File: config.mk
export PLATFORM = sky130hd
export DESIGN_NAME = wavp_outq
export DESIGN_NICKNAME = d
export VERILOG_FILES = /design/src/design/wavp_pkg.sv /design/src/design/wavp_outq.sv
export VERILOG_INCLUDE_DIRS = /design/src /design/src/design
export SDC_FILE = /design/constraint.sdc
export NUM_CORES = 1
export LEC_CHECK = 0
export BUFFER_PORTS_ARGS = -buffer_cell sky130_fd_sc_hd__buf_2
export CAP_MARGIN = 10
export CORE_MARGIN = 3
export CORE_UTILIZATION = 56
export CTS_CLUSTER_DIAMETER = 150
export DETAILED_ROUTE_END_ITERATION = 7
export PLACE_DENSITY = 0.93
export SLEW_MARGIN = 0
export SYNTH_ARGS = -nofsm -noshare
export SYNTH_HDL_FRONTEND = slang
export SYNTH_SLANG_ARGS = --single-unit
File: constraint.sdc
create_clock -name clk -period 14.15 [get_ports clk]
set_input_delay 1.415 -clock clk [delete_from_list [all_inputs] [get_ports clk]]
set_output_delay 1.415 -clock clk [all_outputs]
set_load 0.05 [all_outputs]
File: src/design/assert_macros.svh
// assertion macros shared by the parser modules
`ifndef ASSERT_MACROS_SVH
`define ASSERT_MACROS_SVH

// plain invariant, checked at every edge out of reset
`define WAVP_ASSERT(lbl, clk, rst_n, expr, msg) \
	lbl: assert property (@(posedge clk) disable iff (!rst_n) (expr)) \
		else $error(msg);

// same-cycle implication
`define WAVP_ASSERT_IMPL(lbl, clk, rst_n, ante, cons, msg) \
	lbl: assert property (@(posedge clk) disable iff (!rst_n) (ante) |-> (cons)) \
		else $error(msg);

// next-cycle implication
`define WAVP_ASSERT_NEXT(lbl, clk, rst_n, ante, cons, msg) \
	lbl: assert property (@(posedge clk) disable iff (!rst_n) (ante) |=> (cons)) \
		else $error(msg);

`endif

File: src/design/wavp_pkg.sv
// types and constants of the wav header and pcm parser
package wavp_pkg;

	localparam logic [1:0] KIND_FORMAT = 2'd0;
	localparam logic [1:0] KIND_SAMPLE = 2'd1;
	localparam logic [1:0] KIND_ERROR  = 2'd2;

	localparam logic [2:0] ERR_NOT_RIFF    = 3'd0;
	localparam logic [2:0] ERR_NOT_WAVE    = 3'd1;
	localparam logic [2:0] ERR_NO_FMT      = 3'd2;
	localparam logic [2:0] ERR_BAD_FORMAT  = 3'd3;
	localparam logic [2:0] ERR_NO_DATA     = 3'd4;
	localparam logic [2:0] ERR_NO_CHANNELS = 3'd5;

	localparam logic [31:0] TAG_RIFF = 32'h4646_4952;
	localparam logic [31:0] TAG_WAVE = 32'h4556_4157;
	localparam logic [31:0] TAG_JUNK = 32'h4B4E_554A;
	localparam logic [31:0] TAG_FMT  = 32'h2074_6D66;
	localparam logic [31:0] TAG_LIST = 32'h5453_494C;
	localparam logic [31:0] TAG_DATA = 32'h6174_6164;

	localparam logic [31:0] FMT_CHUNK_SIZE = 32'd16;
	localparam logic [15:0] FMT_PCM        = 16'd1;
	localparam logic [15:0] BITS_8         = 16'd8;
	localparam logic [15:0] BITS_16        = 16'd16;
	localparam logic [30:0] SAT31          = 31'h7FFF_FFFF;
	localparam logic [7:0]  PCM8_OFFSET    = 8'h80;

	typedef struct packed {
		logic [7:0] file_byte;
		logic       start_of_file;
	} in_item_t;

	typedef struct packed {
		logic [1:0]         kind;
		logic [2:0]         error_code;
		logic signed [15:0] sample_value;
		logic               channel_index;
		logic [30:0]        sample_rate;
		logic [1:0]         used_channels;
		logic [4:0]         bits_per_sample;
		logic [30:0]        frame_count;
		logic               last_sample;
	} out_item_t;

	// controller to datapath
	typedef struct packed {
		logic       restart;
		logic       hdr;
		logic       len2;
		logic       skip;
		logic       samples;
		logic       ld_fmtsize;
		logic       ld_afmt;
		logic       ld_chan;
		logic       ld_rate;
		logic       ld_bits;
		logic       ld_junk;
		logic       ld_list;
		logic       div_start;
		logic       emit_err;
		logic       emit_fmt;
		logic       emit_smp;
		logic [2:0] err_code;
	} cmd_t;

	// datapath to controller
	typedef struct packed {
		logic field_done;
		logic eq_riff;
		logic eq_wave;
		logic eq_junk;
		logic eq_fmt;
		logic eq_list;
		logic eq_data;
		logic size_empty;
		logic bits_ok;
		logic fmt_bad;
		logic chan_zero;
		logic skip_last;
		logic smp_emit;
		logic frames_end;
		logic div_done;
		logic q_zero;
	} status_t;

endpackage

File: src/design/wavp_outq.sv
// two-entry result queue in front of the output port
`include "assert_macros.svh"

module wavp_outq (
	input  logic                clk,
	input  logic                arst_n,
	input  logic                push,
	input  wavp_pkg::out_item_t push_item,
	output logic                full,
	output logic                out_valid,
	input  logic                out_ready,
	output wavp_pkg::out_item_t out_item
);

	logic [1:0]          cnt_q;
	logic                wr_q;
	logic                rd_q;
	logic                pop;
	wavp_pkg::out_item_t ent0_q;
	wavp_pkg::out_item_t ent1_q;

	assign out_valid = cnt_q != 2'd0;
	assign full      = cnt_q == 2'd2;
	assign pop       = out_valid & out_ready;
	assign out_item  = rd_q ? ent1_q : ent0_q;

	always_ff @(posedge clk or negedge arst_n) begin
		if (!arst_n) begin
			cnt_q <= '0;
			wr_q  <= 1'b0;
			rd_q  <= 1'b0;
		end else begin
			if (push)
				wr_q <= ~wr_q;
			if (pop)
				rd_q <= ~rd_q;
			case ({push, pop})
				2'b10:   cnt_q <= cnt_q + 2'd1;
				2'b01:   cnt_q <= cnt_q - 2'd1;
				default: cnt_q <= cnt_q;
			endcase
		end
	end

	always_ff @(posedge clk) begin
		if (push && !wr_q)
			ent0_q <= push_item;
		if (push && wr_q)
			ent1_q <= push_item;
	end

	`WAVP_ASSERT_IMPL(a_push_room, clk, arst_n, push, !full, "result pushed into a full queue")

endmodule

**After elaboration in Yosys (flattened, before gate mapping)**

Cells that the tools add are included.

- Register bits: 188
- Bits in latches: 0
- Memory bits (writable): 0
- Bits in read-only memories: 0
- Input bits: 96
- Output and inout port bits: 94
- Memories kept: 0

- $add $sub $neg: 2
- $mul: 0
- Div/mod/pow operators: 0
- $lt $le $gt $ge: 0
- Equal/unequal tests: 3
- Shifts and indexed selects: 0
- Muxes and demuxes: 2
- Bitwise logic cells: 3
- Reductions and logical operators: 5

Operators with widths:

| kind | count |
|---|---|
| 92-bit two-way mux | 1 |
| 2-bit equality test (second input constant) | 2 |
| 2-bit one-hot mux with 2 select lines | 1 |
| 2-bit nonzero test | 2 |
| 2-bit by 1-bit adder with 2-bit output (second input constant) | 1 |
| 2-bit by 1-bit equality test with 1-bit output (second input constant) | 1 |
| 1-bit logical AND | 2 |
| 1-bit NOT | 2 |
| 2-bit by 1-bit subtractor with 2-bit output (second input constant) | 1 |
| 1-bit AND | 1 |
| 1-bit zero test | 1 |

**Longest topological paths before layout**

- Depth in word-level cells: 4
- Depth in mapped cells: 6
- Depth with buffers taken out: 6

**Worst setup path before layout**

No wires, ideal clock.

- Kind: input-to-reg
- Start: input port push
- End: register ent0_q[0] (netlist bit), enable pin
- Arrival: 5329 ps
- Data required time: 13604 ps
- Setup slack: 8275 ps
- Cell stages on the path: 2
- Buffers on the path: 0
- Cell sequence: inv_1 nor2_1

- Longest elaborated chain between the ends: 1

Ends and longest elaborated chain:

| item | line | RTL |
|---|---|---|
| start: declaration | wavp_outq.sv:7 | `input logic push,` |
| 1-bit logical AND | wavp_outq.sv:46 | `if (push && !wr_q)` |
| end signal: assignment | wavp_outq.sv:47 | `ent0_q <= push_item;` |
| end: declaration | wavp_outq.sv:19 | `wavp_pkg::out_item_t ent0_q;` |

No other way between the ends.
A chain may end at the register's enable or synchronous reset.

==> flow_summary.json <==
{
  "outcome": "completed",
  "synth.top_cells.by_area": "edfxtp_1 (78%), mux2_4 (15%), mux2_2 (3.5%)",
  "die_y_um": 119,
  "crit_fanout": 55,
  "path_clk_slew_ns": 0.06,
  "syn_nets": 400,
  "final_cell_mix": "buf_2 (189), edfxtp_1 (184), mux2_4 (70), mux2_2 (22), clkbuf_16 (17)",
  "drtAntennaViolNets": 0,
  "synthMuxAreaShare_pct": 18.3,
  "crit_chain": "buf_4 -> mux2_2 -> buf_2",
  "clockBufferDepth": 2,
  "hold_path_class": "reg -> reg",
  "cts_resized": 0,
  "synth_fa_ha_area_share_pct": 0.176,
  "startpoint_type": "flip-flop",
  "fmax_mhz": 234,
  "fillers": 777,
  "multi_input_area_um2": 1400,
  "drv_cap": 0,
  "min_period_ns": 4.28,
  "relSlewSlack_pct": 24.1,
  "cts-root-buf": "clkbuf_16",
  "synth_compound_area_share_pct": 0,
  "rsz0062_at_grt": "false",
  "path_class": "reg -> out",
  "finalHoldViolations": 0,
  "syn_area_um2": 7120,
  "cellPowerDensity_nw_per_um2": 243,
  "overflow": 0,
  "area_delta_synth_final_pct": 23.9,
  "drv_slew": 0,
  "place.gp.congestion": 0.695,
  "num_vias": 3491,
  "ys_seq_area_share_pct": 79.1,
  "intPower_mw": 1.31,
  "synth_xor_area_share_pct": 0.615,
  "ys_warn_count": 0,
  "synth.distinct_cells": 16,
  "h-tree-depth": 4,
  "synth_top_area_share_pct": 77.7,
  "slowest_delay_ns": 0.90,
  "synth.avg_cell_area_um2": 23.5,
  "clockPowerShare_pct": 22.3,
  "track_usage_pct": 18.7,
  "clkLatencyLatePin_ns": 0.41,
  "cts_sinks": 188,
  "p_seq_share_pct": 37.4,
  "wirelength_um": 12800,
  "core_um2": 12200,
  "p_sw_share_pct": 39.0,
  "dp_hpwl_um": 8490,
  "ir_worst_vdd_v": 0.000128,
  "post_drt_wl_per_cell_um": 18.7,
  "layout_worst_path_cycle_share_pct": 30.2,
  "diodes": 0,
  "drcViolationCount": 0,
  "p_leak_nw": 3.53,
  "tritoncts": "built",
  "numCtsBuffers": 17,
  "drive_above_1_share_pct": 61.1,
  "setup.worst_path.end_class": "primary output",
  "drt_iter0_drc": 198,
  "power_mw": 2.14,
  "antenna_found_initial": 2,
  "combPwrFrac_pct": 40.2,
  "cts_setup_buffers": 0,
  "grt_max_degree": 77,
  "io_pins": 190,
  "setup_viol_count_final": 0,
  "fp.dieArea_um2": 14100,
  "synth-simple-area-share_pct": 0.492,
  "synth_area_leader_cell": "edfxtp_1",
  "firstDrtPassIters": 4,
  "switchingPower_mw": 0.837,
  "seq_area_um2": 5630,
  "critical_path_arrival_ns": 2.86,
  "synth_seq_cells": 188,
  "worst_slew_pin_slew_ns": 1.14,
  "postCtsHoldBufs": 0,
  "io_buffers": 189,
  "rows": 40,
  "grt_pass1_vias": 3877,
  "final_common_cell": "buf_2",
  "die-width_um": 119,
  "cp.required_ns": 12.73,
  "routed_via_density": 5.10,
  "finClkSkew_ns": 0.00603,
  "setup_tns_ns": 0,
  "start_util_pct": 58.3,
  "crit_slowest_cell": "dfrtp_4",
  "synth_top_family_by_area": "multiplexers",
  "synth_cells": 303,
  "fin_nets": 601,
  "grt_pass1_wl_um": 19900
}
registers in the layout, summed over array words and instances, names as in the netlist:
| signal | count |
|---|---|
| cnt_q | 2 |
| wr_q | 1 |
| rd_q | 1 |
| ent0_q | 92 |
| ent1_q | 92 |
critical path: cells and delay by family (launching register included):
family | cells | cell delay [ns]
buffers and inverters | 2 | 1.05
DFF | 1 | 0.90
muxes | 1 | 0.43
Yosys cell counts:
library cell,number
nor2b_1,1
buf_2,2
mux2_2,22
xnor2_1,2
buf_4,1
ha_1,1
and2_4,1
dfrtp_1,4
mux2_4,70
or2_2,1
and2_1,1
edfxtp_1,184
xor2_1,3
inv_1,1
buf_6,7
nor2_1,2
per-stage QoR:
step	worst slack, ns	cells	utilization (%)	area (um^2)	hold slack [ns]
global placement	10.37	653	67.2	8210	0.466
global route	9.76	685	72.2	8820	0.515
floorplan	8.28	303	-	7120	0.448
CTS	9.85	685	72.2	8820	0.499
detailed placement	10.31	653	67.2	8210	0.482
finish	9.87	685	72.2	8820	0.493
area by class of cell:
class,instances,area share (%)
multi-input cells,104,15.9
repair buffers,192,11.0
clock inverters,13,1.97
inverters,1,0.0426
well taps,168,2.38
flip-flops and latches,188,63.8
clock buffers,19,4.91
layer usage:
layer / part of all wire (%) / up-vias / global-route usage [%]
met5: 0.16 / - / 0
met2: 50 / 166 / 31.2
met1: 40 / 1691 / 22.0
met3: 7.5 / 31 / 6.36
met4: 2.5 / 4 / 8.54
li1: - / 1599 / -
kinds of logic after synthesis:
family / after synthesis
buffers and inverters: 11
DFF: 188
adders and majority gates: 1
xor gates and xnor gates: 5
muxes: 92
and+or+nand+nor: 6
power groups by stage:
stage          logic (mW)  registers [mW]  clock network, mW
6_report            0.863           0.803              0.479
5_1_grt             0.897           0.814              0.514
4_1_cts             0.871           0.804              0.489
3_5_place_dp        0.869           0.814                  0
3_3_place_gp        0.858           0.805                  0
2_1_floorplan       0.751           0.783                  0
final timing paths:
path / start / end / slack [ns] / cells past startpoint
setup / recovery: rd_q / out_item[1] / 9.87 / 3
hold / removal: cnt_q[1] / cnt_q[1] / 0.49 / 1
setup reg to reg: wr_q / ent0_q[88] / 11.69 / 2
hold reg to reg: cnt_q[1] / cnt_q[1] / 0.49 / 1
max in group asynchronous: arst_n / rd_q / 13.21 / 1
min in group asynchronous: arst_n / cnt_q[1] / 0.80 / 1
No activity file was read; power rests on OpenSTA's default activity.
