## src/design/assert_macros.svh

```systemverilog
// assertion macros shared by the parser modules
`ifndef ASSERT_MACROS_SVH
`define ASSERT_MACROS_SVH

// plain invariant, checked at every edge out of reset
`define WAVP_ASSERT(lbl, clk, rst_n, expr, msg) \
	lbl: assert property (@(posedge clk) disable iff (!rst_n) (expr)) \
		else $error(msg);

// same-cycle implication
`define WAVP_ASSERT_IMPL(lbl, clk, rst_n, ante, cons, msg) \
	lbl: assert property (@(posedge clk) disable iff (!rst_n) (ante) |-> (cons)) \
		else $error(msg);

// next-cycle implication
`define WAVP_ASSERT_NEXT(lbl, clk, rst_n, ante, cons, msg) \
	lbl: assert property (@(posedge clk) disable iff (!rst_n) (ante) |=> (cons)) \
		else $error(msg);

`endif

```

## src/design/wavp_pkg.sv

```systemverilog
// types and constants of the wav header and pcm parser
package wavp_pkg;

	localparam logic [1:0] KIND_FORMAT = 2'd0;
	localparam logic [1:0] KIND_SAMPLE = 2'd1;
	localparam logic [1:0] KIND_ERROR  = 2'd2;

	localparam logic [2:0] ERR_NOT_RIFF    = 3'd0;
	localparam logic [2:0] ERR_NOT_WAVE    = 3'd1;
	localparam logic [2:0] ERR_NO_FMT      = 3'd2;
	localparam logic [2:0] ERR_BAD_FORMAT  = 3'd3;
	localparam logic [2:0] ERR_NO_DATA     = 3'd4;
	localparam logic [2:0] ERR_NO_CHANNELS = 3'd5;

	localparam logic [31:0] TAG_RIFF = 32'h4646_4952;
	localparam logic [31:0] TAG_WAVE = 32'h4556_4157;
	localparam logic [31:0] TAG_JUNK = 32'h4B4E_554A;
	localparam logic [31:0] TAG_FMT  = 32'h2074_6D66;
	localparam logic [31:0] TAG_LIST = 32'h5453_494C;
	localparam logic [31:0] TAG_DATA = 32'h6174_6164;

	localparam logic [31:0] FMT_CHUNK_SIZE = 32'd16;
	localparam logic [15:0] FMT_PCM        = 16'd1;
	localparam logic [15:0] BITS_8         = 16'd8;
	localparam logic [15:0] BITS_16        = 16'd16;
	localparam logic [30:0] SAT31          = 31'h7FFF_FFFF;
	localparam logic [7:0]  PCM8_OFFSET    = 8'h80;

	typedef struct packed {
		logic [7:0] file_byte;
		logic       start_of_file;
	} in_item_t;

	typedef struct packed {
		logic [1:0]         kind;
		logic [2:0]         error_code;
		logic signed [15:0] sample_value;
		logic               channel_index;
		logic [30:0]        sample_rate;
		logic [1:0]         used_channels;
		logic [4:0]         bits_per_sample;
		logic [30:0]        frame_count;
		logic               last_sample;
	} out_item_t;

	// controller to datapath
	typedef struct packed {
		logic       restart;
		logic       hdr;
		logic       len2;
		logic       skip;
		logic       samples;
		logic       ld_fmtsize;
		logic       ld_afmt;
		logic       ld_chan;
		logic       ld_rate;
		logic       ld_bits;
		logic       ld_junk;
		logic       ld_list;
		logic       div_start;
		logic       emit_err;
		logic       emit_fmt;
		logic       emit_smp;
		logic [2:0] err_code;
	} cmd_t;

	// datapath to controller
	typedef struct packed {
		logic field_done;
		logic eq_riff;
		logic eq_wave;
		logic eq_junk;
		logic eq_fmt;
		logic eq_list;
		logic eq_data;
		logic size_empty;
		logic bits_ok;
		logic fmt_bad;
		logic chan_zero;
		logic skip_last;
		logic smp_emit;
		logic frames_end;
		logic div_done;
		logic q_zero;
	} status_t;

endpackage

```

## src/design/wavp_ctrl.sv

```systemverilog
// parse phase state machine
`include "assert_macros.svh"

module wavp_ctrl (
	input  logic              clk,
	input  logic              arst_n,
	input  logic              acc,
	input  logic              sof,
	input  wavp_pkg::status_t st,
	output wavp_pkg::cmd_t    cmd,
	output logic              busy
);

	typedef enum logic [22:0] {
		ST_RIFF     = 23'h000001,
		ST_RIFFSIZE = 23'h000002,
		ST_WAVE     = 23'h000004,
		ST_ID1      = 23'h000008,
		ST_JUNKSIZE = 23'h000010,
		ST_JUNKSKIP = 23'h000020,
		ST_FMTID    = 23'h000040,
		ST_FMTSIZE  = 23'h000080,
		ST_AFMT     = 23'h000100,
		ST_CHAN     = 23'h000200,
		ST_RATE     = 23'h000400,
		ST_BRATE    = 23'h000800,
		ST_ALIGN    = 23'h001000,
		ST_BITS     = 23'h002000,
		ST_ID2      = 23'h004000,
		ST_LISTSIZE = 23'h008000,
		ST_LISTSKIP = 23'h010000,
		ST_DATAID   = 23'h020000,
		ST_DATASIZE = 23'h040000,
		ST_DIV      = 23'h080000,
		ST_SAMPLES  = 23'h100000,
		ST_DONE     = 23'h200000,
		ST_HALT     = 23'h400000
	} state_t;

	state_t     state_q;
	state_t     nxt;
	state_t     ph;
	logic [2:0] result_sel;

	always_comb begin
		cmd         = '0;
		nxt         = state_q;
		cmd.restart = acc & sof;
		ph          = cmd.restart ? ST_RIFF : state_q;
		if (state_q == ST_DIV) begin
			if (st.div_done) begin
				cmd.emit_fmt = 1'b1;
				nxt          = st.q_zero ? ST_DONE : ST_SAMPLES;
			end
		end else if (acc) begin
			nxt = ph;
			case (ph)
				ST_JUNKSKIP: begin
					cmd.skip = 1'b1;
					if (st.skip_last)
						nxt = ST_FMTID;
				end
				ST_LISTSKIP: begin
					cmd.skip = 1'b1;
					if (st.skip_last)
						nxt = ST_DATAID;
				end
				ST_SAMPLES: begin
					cmd.samples  = 1'b1;
					cmd.emit_smp = st.smp_emit;
					if (st.frames_end)
						nxt = ST_DONE;
				end
				ST_DONE, ST_HALT: begin
					nxt = ph;
				end
				default: begin
					cmd.hdr  = 1'b1;
					cmd.len2 = ph inside {ST_AFMT, ST_CHAN, ST_ALIGN, ST_BITS};
					if (st.field_done) begin
						case (ph)
							ST_RIFF: begin
								if (st.eq_riff) begin
									nxt = ST_RIFFSIZE;
								end else begin
									cmd.emit_err = 1'b1;
									cmd.err_code = wavp_pkg::ERR_NOT_RIFF;
									nxt          = ST_HALT;
								end
							end
							ST_RIFFSIZE: nxt = ST_WAVE;
							ST_WAVE: begin
								if (st.eq_wave) begin
									nxt = ST_ID1;
								end else begin
									cmd.emit_err = 1'b1;
									cmd.err_code = wavp_pkg::ERR_NOT_WAVE;
									nxt          = ST_HALT;
								end
							end
							ST_ID1: begin
								if (st.eq_junk) begin
									nxt = ST_JUNKSIZE;
								end else if (st.eq_fmt) begin
									nxt = ST_FMTSIZE;
								end else begin
									cmd.emit_err = 1'b1;
									cmd.err_code = wavp_pkg::ERR_NO_FMT;
									nxt          = ST_HALT;
								end
							end
							ST_JUNKSIZE: begin
								cmd.ld_junk = 1'b1;
								nxt         = st.size_empty ? ST_FMTID : ST_JUNKSKIP;
							end
							ST_FMTID: begin
								if (st.eq_fmt) begin
									nxt = ST_FMTSIZE;
								end else begin
									cmd.emit_err = 1'b1;
									cmd.err_code = wavp_pkg::ERR_NO_FMT;
									nxt          = ST_HALT;
								end
							end
							ST_FMTSIZE: begin
								cmd.ld_fmtsize = 1'b1;
								nxt            = ST_AFMT;
							end
							ST_AFMT: begin
								cmd.ld_afmt = 1'b1;
								nxt         = ST_CHAN;
							end
							ST_CHAN: begin
								cmd.ld_chan = 1'b1;
								nxt         = ST_RATE;
							end
							ST_RATE: begin
								cmd.ld_rate = 1'b1;
								nxt         = ST_BRATE;
							end
							ST_BRATE: nxt = ST_ALIGN;
							ST_ALIGN: nxt = ST_BITS;
							ST_BITS: begin
								cmd.ld_bits = 1'b1;
								if (st.fmt_bad || !st.bits_ok) begin
									cmd.emit_err = 1'b1;
									cmd.err_code = wavp_pkg::ERR_BAD_FORMAT;
									nxt          = ST_HALT;
								end else begin
									nxt = ST_ID2;
								end
							end
							ST_ID2: begin
								if (st.eq_list) begin
									nxt = ST_LISTSIZE;
								end else if (st.eq_data) begin
									nxt = ST_DATASIZE;
								end else begin
									cmd.emit_err = 1'b1;
									cmd.err_code = wavp_pkg::ERR_NO_DATA;
									nxt          = ST_HALT;
								end
							end
							ST_LISTSIZE: begin
								cmd.ld_list = 1'b1;
								nxt         = st.size_empty ? ST_DATAID : ST_LISTSKIP;
							end
							ST_DATAID: begin
								if (st.eq_data) begin
									nxt = ST_DATASIZE;
								end else begin
									cmd.emit_err = 1'b1;
									cmd.err_code = wavp_pkg::ERR_NO_DATA;
									nxt          = ST_HALT;
								end
							end
							ST_DATASIZE: begin
								if (st.chan_zero) begin
									cmd.emit_err = 1'b1;
									cmd.err_code = wavp_pkg::ERR_NO_CHANNELS;
									nxt          = ST_HALT;
								end else begin
									cmd.div_start = 1'b1;
									nxt           = ST_DIV;
								end
							end
							default: nxt = ST_HALT;
						endcase
					end
				end
			endcase
		end
	end

	always_ff @(posedge clk or negedge arst_n) begin
		if (!arst_n) begin
			state_q <= ST_RIFF;
		end else begin
			state_q <= nxt;
		end
	end

	assign busy       = state_q == ST_DIV;
	assign result_sel = {cmd.emit_err, cmd.emit_fmt, cmd.emit_smp};

	`WAVP_ASSERT(a_one_result, clk, arst_n, $onehot0(result_sel), "more than one result in a cycle")
	`WAVP_ASSERT_IMPL(a_no_accept_div, clk, arst_n, state_q == ST_DIV, !acc, "byte taken during divide")
	`WAVP_ASSERT_NEXT(a_div_entry, clk, arst_n, cmd.div_start, state_q == ST_DIV, "divide not entered")
	`WAVP_ASSERT_NEXT(a_err_halts, clk, arst_n, cmd.emit_err, state_q == ST_HALT, "error without halt")

endmodule

```

## config.mk

```make
export PLATFORM = sky130hd
export DESIGN_NAME = wavp_ctrl
export DESIGN_NICKNAME = d
export VERILOG_FILES = /design/src/design/wavp_pkg.sv /design/src/design/wavp_ctrl.sv
export VERILOG_INCLUDE_DIRS = /design/src /design/src/design
export SDC_FILE = /design/constraint.sdc
export NUM_CORES = 1
export LEC_CHECK = 0
export ABC_CLOCK_PERIOD_IN_PS = 4400
export BUFFER_PORTS_ARGS = -buffer_cell sky130_fd_sc_hd__buf_2
export CELL_PAD_IN_SITES_DETAIL_PLACEMENT = 2
export CELL_PAD_IN_SITES_GLOBAL_PLACEMENT = 2
export CORE_UTILIZATION = 25
export DETAILED_ROUTE_END_ITERATION = 8
export PLACE_DENSITY = 0.76
export SLEW_MARGIN = 15
export SYNTH_ARGS = -nofsm -noshare
export SYNTH_HDL_FRONTEND = slang
export SYNTH_SLANG_ARGS = --single-unit
export TNS_END_PERCENT = 20
```

## constraint.sdc

```tcl
create_clock -name clk -period 4.4 [get_ports clk]
set_input_delay 0.22 -clock clk [delete_from_list [all_inputs] [get_ports clk]]
set_output_delay 0.22 -clock clk [all_outputs]
set_load 0.02 [all_outputs]
```

Word-level counts from Yosys, hierarchy flattened

Index checks and enable logic that the tools add are counted.

Bitwise logic cells: 1
Mux-type cells: 61
Equal/unequal tests: 24
Reductions and logical operators: 8

Operators by type and width:

| cell                                                                    | number |
|---|---|
| 23-bit one-hot mux with 17 select lines                                 | 1 |
| 23-bit two-way mux                                                      | 16 |
| 23-bit one-hot mux with 4 select lines                                  | 1 |
| 13-bit two-way mux                                                      | 2 |
| 23-bit by 1-bit equality test with 1-bit output, second input constant  | 1 |
| 23-bit by 10-bit equality test with 1-bit output, second input constant | 1 |
| 23-bit by 11-bit equality test with 1-bit output, second input constant | 1 |
| 23-bit by 12-bit equality test with 1-bit output, second input constant | 1 |
| 23-bit by 13-bit equality test with 1-bit output, second input constant | 1 |
| 23-bit by 14-bit equality test with 1-bit output, second input constant | 1 |
| 23-bit by 15-bit equality test with 1-bit output, second input constant | 1 |
| 23-bit by 16-bit equality test with 1-bit output, second input constant | 1 |
| 23-bit by 17-bit equality test with 1-bit output, second input constant | 1 |
| 23-bit by 18-bit equality test with 1-bit output, second input constant | 1 |
| 23-bit by 19-bit equality test with 1-bit output, second input constant | 1 |
| 23-bit by 2-bit equality test with 1-bit output, second input constant  | 1 |
| 23-bit by 20-bit equality test with 1-bit output, second input constant | 1 |
| 23-bit by 21-bit equality test with 1-bit output, second input constant | 1 |
| 23-bit by 22-bit equality test with 1-bit output, second input constant | 1 |
| 23-bit equality test, second input constant                             | 1 |
| 23-bit by 3-bit equality test with 1-bit output, second input constant  | 1 |
| 23-bit by 4-bit equality test with 1-bit output, second input constant  | 1 |
| 23-bit by 5-bit equality test with 1-bit output, second input constant  | 1 |
| 23-bit by 6-bit equality test with 1-bit output, second input constant  | 1 |
| 22 further kinds                                                        | 54 |

Bits of input ports: 20
Flip-flop bits (word level): 23
Word-level logic and storage cells: 95

Logic depth before layout (Yosys ltp)

Depth in word-level cells: 8
Gate-level depth with buffers: 10

Worst setup path before layout

Ideal clock, no wire load.

Kind: flip-flop to output port
From: reg state_q[4]
To: out cmd[12] (netlist name)
Buffers on the path: 1
Data required time: 4,180 ps
Cell stages (with the launch flop): 6
Arrival: 2,409 ps
Slack: 1,771 ps
Cells stage by stage: dfrtp_1 > or4_1 > nor4_2 > buf_2 > nand2_1 > nor4_1

RTL lines:

| element                  | RTL line         | text |
|---|---|---|
| start: declaration       | wavp_ctrl.sv:40  | `state_t state_q;` |
| start signal: assignment | wavp_ctrl.sv:199 | `state_q <= nxt;` |
| end: declaration         | wavp_ctrl.sv:10  | `output wavp_pkg::cmd_t cmd,` |

==> out/qor.yml <==
outcome:
  outcome: "completed"
layout:
  multiInputGateArea_sq_um: 1345
  largest_reg_flops: 23
  fillCellCount: 942
  reg_top3: "state_q x23"
  fin_util: 0.3056
  regMostFlops: "state_q"
  area_growth_pct: 16.64
  regArea_sq_um: 576.8
  diodes: 0
  num-nets-final: 319
  final_layout_size_suffix_gt1_frac: 0.2047
  fin_cells: 400
critical_path:
  worstSetupStartpointType: "register"
  worst_ep_required_time_ns: 4.18
  cp-end-kind: "primary output"
  worstReg2RegStart: "state_q[4]"
  cp-startpoint: "state_q[17]"
  worstPathMaxFanout: 8
  path_common_cell: "a211oi_1"
  criticalPathCategory: "register to primary output"
  crit_end: "cmd[5]"
  cpPeakStageDelay_ns: 0.78
  crit_chain: "nor4_1 -> nand4_1 -> a211oi_1 -> a211oi_1 -> a31o_2 -> inv_1 -> buf_2"
  r2r_slack_ns: 1.49
  crit_arrival_ns: 3.07
  reg2reg_depth: 6
  cpMaxStageDelayCell: "nor4_1"
  reg2reg_to: "state_q[4]"
synth:
  yosysMostFrequentCell: "nor2_1"
  yosysWarnings: 0
  netlist.area_leader.share: 0.2691
  yosys.area_share.adder: 0
  synth_flop_cell: "dfrtp_1"
  synth_edf_count: 0
  synth_xor_area_frac: 0.01713
  synthSimpleGateAreaFrac: 0.4024
  async_reset_ff_frac: 1.000
  synth_top_family_by_area: "simple AND/OR/NAND/NOR gates"
  ys_ff_latch: 23
  synth_commonest_cells: "nor2_1 (24), dfrtp_1 (22), inv_1 (19)"
  synth_seq_area_share: 0.2820
  synth_top_area_cell: "dfrtp_1"
  yosysUniqueCellTypes: 59
  synth_nets: 279
  muxShareOfSynthArea: 0
  synth_compound_area_frac: 0.2379
  syn_area_per_cell_sq_um: 7.899
  syn_area_sq_um: 2046
  synth.area.top_cells: "dfrtp_1 (27%), nand4_1 (5.2%), nor2_1 (4.4%)"
  synth_cells: 259
place:
  dp_hpwl_microns: 6523
  place_inst: 395
  routabilityCongestion: 0.8842
  port_buffers: 39
clocking:
  clk_pin_slew_ns: 0.09
  htreeDepth: 1
  insertion_delay_ns: 0.28
  ctsLongestPathBuffers: 2
  clockRootBuffer: "clkbuf_8"
  post_cts.repair.setup_buffers: 0
  cts_buffers: 3
  cts_tree: "built"
  cts_num_sinks: 23
power_and_ir_drop:
  powerDensity_nw_per_um2: 345.4
  leakagePower_nw: 1.111
  p_total_uw: 824.1
  ir_worst_vdd_mv: 0.1162
sta:
  period_share: 0.7467
  rsz0062_at_grt: "false"
  finClkSkew_ns: 0.001678
  fmax_ghz: 0.3044
  max_slew_margin: 0.4192
  finalSetupViolations: 0
  worst_slew_pin_slew_ns: 0.8640
  period_minus_slack_ns: 3.286
  finalHoldViolCount: 0
  slew_violations: 0
  tns_ns: 0
detailed_routing:
  wl_microns: 8367
  drc: 0
  first_pass_iters: 4
  drt_iter0_drc: 139
  wire_per_inst_microns: 20.92
  vias: 2355
  routed_via_density: 5.888
  ant_nets: 0
floorplanning:
  chipWidth_microns: 92.46
  die_h_microns: 92.46
  initial_core_util: 0.2620
  coreArea_sq_um: 7807
  rows: 32
  ios: 40
  die_area_sq_um: 8549
job:
  cap_violations: 0
global_route:
  grt_overflow_total: 0
  grt_pass1_wl_microns: 13830
  grt_max_degree: 24
  grt_usage: 0.2070
  grt_pass1_vias: 2523
  antenna_found_initial: 0
hold_path:
  hp-class: "input port to register"
## cells in the final DEF, fill, tap and decap left out, types with 2 or more instances in the layout
cell / instances
a32o_1: 3
nor2_1: 24
nand2_1: 15
xor2_1: 2
a21oi_1: 11
o221ai_1: 2
nor3b_1: 3
nand4_1: 17
o21ai_1: 2
nor4_2: 2
a2111oi_0: 2
nor4_1: 11
nand4b_1: 3
a211oi_1: 6
a31oi_1: 3
buf_2: 39
and2_1: 3
xnor2_1: 2
o22ai_1: 2
nand3_1: 12
a21o_1: 9
buf_4: 2
or4_1: 3
or3_1: 3
o31ai_1: 2
or2_2: 3
inv_1: 19
nor3_1: 16
nor4b_1: 3
o2bb2ai_1: 4
nand2b_1: 2
o21ai_0: 9
and3_1: 7
clkbuf_8: 3
nor2b_1: 2
dfrtp_1: 22
## final cells by class
type / count / area share
Timing Repair Buffer: 42 / 0.09229
Inverter: 19 / 0.02989
Clock buffer: 4 / 0.01888
Sequential cell: 23 / 0.2417
Multi-Input combinational cell: 210 / 0.5637
Tap cell: 102 / 0.05349
## logic make-up (layout without fill, tap and decap cells)
logic type / after synthesis / count (layout)
buffers and inverters: 26 / 65
AO/OA/AOI/OAI: 67 / 67
flip-flops: 23 / 23
XOR/XNOR: 4 / 4
AND/OR/NAND/NOR: 139 / 139
## metrics by stage
stage	hold slack (ns)	cell area (sq um)	worst slack, ns
floorplan	-0.07559	2046	1.771
global placement	0.2481	2331	1.490
detailed placement	0.2527	2331	1.445
CTS	0.1632	2386	1.133
global route	0.1570	2386	0.9350
finish	0.1651	2386	1.114
## what timing repair did
action	4_1_cts	5_1_grt
gates resized for setup	0	0
hold endpoints to repair	22	0
hold buffers	1	0
## critical path, delay by kind of cell, from the launching register on
| kind | cells | cell delay, ns |
|---|---|---|
| and+or+nand+nor | 2 | 1.19 |
| DFF | 1 | 0.51 |
| buffers and inverters | 2 | 0.21 |
| AOI/OAI and AO/OA | 3 | 0.87 |
## worst min path at each step
stage	start	to	slack [ns]	cells past startpoint
after floorplan	arst_n	state_q[10]	-0.08	0
after global placement	arst_n	state_q[21]	0.25	1
after detailed placement	arst_n	state_q[21]	0.25	1
after CTS	st[0]	state_q[20]	0.16	2
after global routing	st[0]	state_q[20]	0.16	2
final	st[0]	state_q[20]	0.17	2
## metal layers
layer | share of wire | vias to the layer above | track usage
met1 | 0.48 | 1207 | 0.2774
met4 | 0.022 | 0 | 0.05990
met5 | 0 | - | 0
met3 | 0.030 | 18 | 0.02956
met2 | 0.47 | 46 | 0.3438
li1 | - | 1084 | -
## where the power goes
group	internal, mW	switching (mW)	total (mW)
clock network	0.0650	0.0795	0.144
logic	0.127	0.290	0.417
registers	0.228	0.0341	0.263
Power figures use the tool's default switching activity.
